[src/hdl/lqric_pkg.sv]
// Shared types, gain tables and saturation helpers for the LQR integral controller.
// No dependencies; used by every module under hdl/.
package lqric_pkg;

  localparam int unsigned LANES   = 4;
  localparam int unsigned STATES  = 8;
  localparam int unsigned FIELD_W = 32;
  localparam int unsigned DT_W    = 16;
  localparam int unsigned INTEG_W = 48;

  // Shared multiplier of one lane: 33-bit by 26-bit signed
  localparam int unsigned MUL_A_W = 33;
  localparam int unsigned MUL_B_W = 26;
  localparam int unsigned PROD_W  = MUL_A_W + MUL_B_W;
  localparam int unsigned ACC_W   = PROD_W + 2;
  localparam int unsigned INC_W   = 33;
  localparam int unsigned Y_W     = PROD_W + 1;

  localparam logic [DT_W-1:0] DT_RESET = 16'd655;

  // Each drive row has exactly two nonzero state gains
  localparam logic [2:0] COL_A [LANES] = '{3'd0, 3'd2, 3'd3, 3'd4};
  localparam logic [2:0] COL_B [LANES] = '{3'd1, 3'd5, 3'd6, 3'd7};
  localparam logic signed [MUL_B_W-1:0] GAIN_A [LANES] =
    '{-26'sd17386544, 26'sd169810, 26'sd170433, 26'sd144166};
  localparam logic signed [MUL_B_W-1:0] GAIN_B [LANES] =
    '{-26'sd3402249, 26'sd22964, 26'sd23377, 26'sd24602};
  localparam logic signed [MUL_B_W-1:0] GAIN_I [LANES] =
    '{-26'sd6553600, 26'sd253821, 26'sd253821, 26'sd160530};

  typedef logic [STATES-1:0][FIELD_W-1:0] state_vec_t;

  // Lane sequence steps
  typedef enum logic [2:0] {
    STEP_MUL_DT,
    STEP_MUL_XA,
    STEP_MUL_XB,
    STEP_MUL_LO,
    STEP_MUL_HI,
    STEP_DRIVE,
    STEP_DONE
  } step_t;

  typedef struct packed {
    logic  load;
    logic  run;
    step_t step;
  } lqric_ctrl_t;

  // Clamp a 49-bit sum to the 48-bit signed range
  function automatic logic [INTEG_W-1:0] sat48(input logic [INTEG_W:0] v);
    logic [INTEG_W-1:0] r;
    if (v[INTEG_W] == v[INTEG_W-1]) begin
      r = v[INTEG_W-1:0];
    end else if (v[INTEG_W]) begin
      r = {1'b1, {(INTEG_W-1){1'b0}}};
    end else begin
      r = {1'b0, {(INTEG_W-1){1'b1}}};
    end
    return r;
  endfunction

  // Clamp a wide drive value to 32-bit signed
  function automatic logic [FIELD_W-1:0] sat32(input logic [Y_W-1:0] v);
    logic [FIELD_W-1:0] r;
    if (v[Y_W-1:FIELD_W-1] == {(Y_W-FIELD_W+1){1'b0}} ||
        v[Y_W-1:FIELD_W-1] == {(Y_W-FIELD_W+1){1'b1}}) begin
      r = v[FIELD_W-1:0];
    end else if (v[Y_W-1]) begin
      r = {1'b1, {(FIELD_W-1){1'b0}}};
    end else begin
      r = {1'b0, {(FIELD_W-1){1'b1}}};
    end
    return r;
  endfunction

endpackage

[src/hdl/lqric_lane.sv]
// One controller lane: trapezoidal integrator and one drive row, five products
// through a single shared multiplier. Depends on lqric_pkg.
module lqric_lane
  import lqric_pkg::*;
#(
  parameter int unsigned LANE = 0
) (
  input  logic                clk,
  input  logic                rst,
  input  lqric_ctrl_t         ctrl,
  input  logic [DT_W-1:0]     sample_period,
  input  state_vec_t          x_vec,
  input  logic [FIELD_W-1:0]  err,
  output logic [FIELD_W-1:0]  drive
);

  logic signed [FIELD_W-1:0] prev_err;
  logic signed [INTEG_W-1:0] integ;
  logic signed [MUL_A_W-1:0] err_sum;
  logic signed [FIELD_W-1:0] xa;
  logic signed [FIELD_W-1:0] xb;
  logic signed [PROD_W-1:0]  prod;
  logic signed [INC_W-1:0]   inc;
  logic signed [ACC_W-1:0]   acc;

  logic signed [MUL_A_W-1:0] mul_a;
  logic signed [MUL_B_W-1:0] mul_b;
  logic signed [PROD_W-1:0]  mul_p;
  logic signed [PROD_W-1:0]  prod_rnd;
  logic        [INTEG_W:0]   integ_sum;
  logic signed [Y_W-1:0]     y;

  // Operand select for the shared multiplier
  always_comb begin
    case (ctrl.step)
      STEP_MUL_DT: begin
        mul_a = err_sum;
        mul_b = $signed({{(MUL_B_W-DT_W){1'b0}}, sample_period});
      end
      STEP_MUL_XA: begin
        mul_a = MUL_A_W'(xa);
        mul_b = GAIN_A[LANE];
      end
      STEP_MUL_XB: begin
        mul_a = MUL_A_W'(xb);
        mul_b = GAIN_B[LANE];
      end
      STEP_MUL_LO: begin
        mul_a = $signed({{(MUL_A_W-16){1'b0}}, integ[15:0]});
        mul_b = GAIN_I[LANE];
      end
      STEP_MUL_HI: begin
        mul_a = MUL_A_W'($signed(integ[INTEG_W-1:16]));
        mul_b = GAIN_I[LANE];
      end
      default: begin
        mul_a = '0;
        mul_b = '0;
      end
    endcase
  end

  assign mul_p = mul_a * mul_b;

  // Integrator increment, rounded half up; product fits 50 bits
  assign prod_rnd  = prod + PROD_W'(65536);
  assign integ_sum = {integ[INTEG_W-1], integ} + {{(INTEG_W-INC_W+1){inc[INC_W-1]}}, inc};

  // Drive: high integral product plus rounded accumulator
  assign y = Y_W'(prod) + Y_W'(acc >>> 16);

  // Persistent lane state
  always_ff @(posedge clk) begin
    if (rst) begin
      prev_err <= '0;
      integ    <= '0;
    end else begin
      if (ctrl.load) begin
        prev_err <= err;
      end
      if (ctrl.run && ctrl.step == STEP_MUL_XB) begin
        integ <= sat48(integ_sum);
      end
    end
  end

  // Working registers
  always_ff @(posedge clk) begin
    if (ctrl.load) begin
      err_sum <= MUL_A_W'(prev_err) + MUL_A_W'($signed(err));
      xa      <= x_vec[COL_A[LANE]];
      xb      <= x_vec[COL_B[LANE]];
    end
    if (ctrl.run) begin
      prod <= mul_p;
      case (ctrl.step)
        STEP_MUL_XA: inc   <= prod_rnd[49:17];
        STEP_MUL_XB: acc   <= ACC_W'(prod);
        STEP_MUL_LO: acc   <= acc + ACC_W'(prod);
        STEP_MUL_HI: acc   <= acc + ACC_W'(prod) + ACC_W'(32768);
        STEP_DRIVE:  drive <= sat32(y);
        default: ;
      endcase
    end
  end

endmodule

[config.mk]
export PLATFORM = sky130hd
export DESIGN_NAME = lqric_lane
export DESIGN_NICKNAME = d
export VERILOG_FILES = /design/src/hdl/lqric_pkg.sv /design/src/hdl/lqric_lane.sv
export SDC_FILE = /design/constraint.sdc
export NUM_CORES = 2
export LEC_CHECK = 0
export BUFFER_PORTS_ARGS = -buffer_cell sky130_fd_sc_hd__buf_2
export CAP_MARGIN = 20
export CELL_PAD_IN_SITES_DETAIL_PLACEMENT = 0
export CELL_PAD_IN_SITES_GLOBAL_PLACEMENT = 1
export CORE_UTILIZATION = 53
export CTS_CLUSTER_SIZE = 20
export DETAILED_ROUTE_END_ITERATION = 7
export GPL_TIMING_DRIVEN = 0
export HOLD_SLACK_MARGIN = 0.06
export PLACE_DENSITY = 0.95
export SYNTH_ARGS = -nofsm -noshare
export SYNTH_HDL_FRONTEND = slang
export SYNTH_SLANG_ARGS = --single-unit
[constraint.sdc]
create_clock -name clk -period 22.7 [get_ports clk]
set_input_delay 1.135 -clock clk [delete_from_list [all_inputs] [get_ports clk]]
set_output_delay 1.135 -clock clk [all_outputs]
set_load 0.02 [all_outputs]
==> flow_metrics.tcl <==
set metrics [dict create \
    status "complete, but fails checks" \
    failed_checks "design-rule violations" \
    powerDensity_nw_per_um2 122 \
    synthMuxAreaShare 0.0133 \
    numCtsBuffers 45 \
    skew_ns 0.0194 \
    worst_pin_slew_ns 1.26 \
    yosys.area_share.simple 0.135 \
    ys.flop_type "edfxtp_1" \
    finalCritPeriodShare 0.621 \
    cp.arrival_ns 14.47 \
    cpMaxStageDelayCell "a221oi_1" \
    netlist-cell-type-count 92 \
    gp_routability_congestion 1.03 \
    synth_edf_count 282 \
    cpPeakStageDelay_ns 1.07 \
    grt_pass1_vias 46000 \
    die_area_um2 105000 \
    final_hold_viol_count 0 \
    endpoint_kind "register" \
    grt_first_pass_wirelength_um 282000 \
    area_growth_pct 7.67 \
    fmax_mhz 70.9 \
    post-route-drc-count 1 \
    hp-class "register to register" \
    fin_nets 7803 \
    cp.buffers_inverters 15 \
    ir_drop_v 0.000251 \
    drv_cap 0 \
    clock_latency_ns 0.65 \
    rows 117 \
    initial_core_util 0.537 \
    synth_top_family_by_area "adder cells" \
    p_int_mw 3.45 \
    drv_slew 0 \
    cp-startpoint "ctrl[0]" \
    post_cts_resize_count 0 \
    drt_iter0_markers 4635 \
    dieWidth_um 324 \
    synth_area_um2 55000 \
    overflow 0 \
    vias_per_cell 5.98 \
    yosys_register_bits 362 \
    cts_tree "done" \
    cts-htree-levels 2 \
    r2r_slack_ns 11.95 \
    tns_ns 0 \
    r2r_cells 30 \
    n_fill_cell 9034 \
    antenna_found_initial 7 \
    fin_crit_ns 14.10 \
    synth_compound_area_frac 0.132 \
    yosys.area.top_type_share 0.309 \
    post_cts_buffers 0 \
    wl_per_cell_um 24.7 \
    grt_usage 0.367 \
    final-setup-viol-count 0 \
    yosys-top-cells-count "inv_1, fa_1, nand2_1" \
    cp_num_cells 42 \
    reg2reg_from "integ[47]" \
    numPortBuffers 149 \
    die_h_um 324 \
    synth.area.top_cells "fa_1, edfxtp_1, ha_1, inv_1, nand2_1" \
    dr.pass1.iters 8 \
    relSlewSlack 0.158 \
    avgSynthCellArea_um2 9.11 \
    yosysMostFrequentCell "inv_1" \
    synth_cells 6030 \
    clockBufferDepth 3 \
    synth_warnings 0 \
    cts.sinks 362 \
    wl_um 189000 \
    hpwl_um 159000 \
    final_antenna_net_count 0 \
    p_switching_mw 3.79 \
    cp_max_fo 10 \
    clkPwrFrac 0.101 \
    synth_seq_area_share 0.183 \
    root_buffer "clkbuf_16" \
    crit_required_ns 23.08 \
    rsz0062_at_grt "false" \
    grt_max_degree 69 \
    critPathKind "input pin to register" \
    endpoint "prod[57]" \
    path_delay_family "adder cells" \
    pwr-share-seq 0.173 \
    async_flop_share 0 \
    pin_count 343 \
    synth_fa_ha_area_frac 0.403 \
    syn_nets 7583 \
    finalPower_mw 7.24 \
    comb_power_share 0.726 \
    path_common_cell "inv_1" \
    worstSetupStartpointType "input pin" \
    drive_above_1_share 0.0492 \
    swShare 0.524 \
    hold_ws_ns 0.499 \
    synthXorXnorAreaFrac 0.0486 \
    yosysTopAreaCell "fa_1" \
    leakagePower_nw 28.1 \
    clk_pin_slew_worst_paths_ns 0.06 \
    core_um2 102000 \
    vias 45800 \
    cts_hold_buf 0 \
    r2r-end "prod[57]" \
]
==> layer usage <==
layer | vias up | part of all wire | global-route usage
met1 | 22400 | 0.39 | 0.471
met2 | 2486 | 0.43 | 0.560
li1 | 20300 | - | -
met3 | 613 | 0.11 | 0.0958
met5 | - | 0.00011 | 0
met4 | 4 | 0.069 | 0.213
==> cells by family after synthesis <==
| kind of cell | after synthesis |
|---|---|
| compound gates | 1097 |
| xor+xnor | 303 |
| fa+ha+maj | 1265 |
| buf+inv | 1246 |
| flops | 362 |
| mux | 72 |
| simple gates | 1685 |
==> worst min-delay path by stage <==
stage                  from      endpoint  slack, ns  cells past startpoint
2_1_floorplan   prev_err[0]   prev_err[0]       0.46                      2
3_3_place_gp   prev_err[21]  prev_err[21]       0.48                      2
3_5_place_dp   prev_err[25]  prev_err[25]       0.49                      2
4_1_cts        prev_err[25]  prev_err[25]       0.50                      2
5_1_grt         prev_err[4]   prev_err[4]       0.53                      2
6_report       prev_err[14]  prev_err[14]       0.50                      2
==> worst min-delay path, delay by kind of cell, from the launching register on <==
family	cells	cell delay [ns]
flops	1	0.32
mux	1	0.07
simple gates	1	0.07
==> flip-flops by register name (all words and copies together), names as in the netlist <==
name / cells
integ: 48
prod: 59
inc: 33
drive: 32
xb: 32
acc: 61
err_sum: 33
xa: 32
prev_err: 32
==> layout make-up <==
type / instances / area (um^2) / share of cell area
clock inverters: 36 / 314 / 0.00531
flip-flops and latches: 362 / 10100 / 0.170
multi-input cells: 4422 / 40200 / 0.679
plain buffers: 198 / 763 / 0.0129
inverters: 1048 / 3930 / 0.0665
diodes: 7 / 17.5 / 0.000296
clock buffers: 47 / 1130 / 0.0192
well taps: 1368 / 1710 / 0.0289
repair buffers: 173 / 1030 / 0.0174
==> power groups by stage <==
stage / Combinational [mW] / Sequential (mW) / Clock (mW)
2_1_floorplan: 3.75 / 1.09 / 0
3_3_place_gp: 5.06 / 1.25 / 0
3_5_place_dp: 5.15 / 1.26 / 0
4_1_cts: 5.18 / 1.24 / 0.735
5_1_grt: 5.80 / 1.25 / 0.755
6_report: 5.25 / 1.25 / 0.730
==> placed cells by master (no fill, tap or decap), types with 23 or more instances in the layout <==
cell type,instances
a211oi_1,59
a21o_1,145
a21oi_1,282
a22oi_1,81
a31oi_1,41
and2_1,38
and3_1,46
buf_2,154
clkbuf_1,175
clkbuf_16,45
dfxtp_1,80
edfxtp_1,282
fa_1,847
ha_1,395
inv_1,1045
maj3_1,23
mux2i_1,64
nand2_1,679
nand2b_1,41
nand3_1,90
nand4_1,49
nor2_1,541
nor2b_1,30
nor3_1,58
o211ai_1,28
o21a_1,39
o21ai_0,188
o21bai_1,44
or3_1,23
xnor2_1,201
xor2_1,101
==> through the flow <==
| step | util | cell area [um^2] | setup WS [ns] | std cells |
|---|---|---|---|---|
| after floorplan | - | 55000 | 12.64 | 6030 |
| after global placement | 0.561 | 57400 | 7.89 | 7547 |
| after detailed placement | 0.564 | 57700 | 8.43 | 7568 |
| after CTS | 0.578 | 59100 | 9.10 | 7651 |
| after global routing | 0.578 | 59200 | 8.20 | 7655 |
| final | 0.578 | 59200 | 8.60 | 7661 |
(Power assumes the default switching activity.)
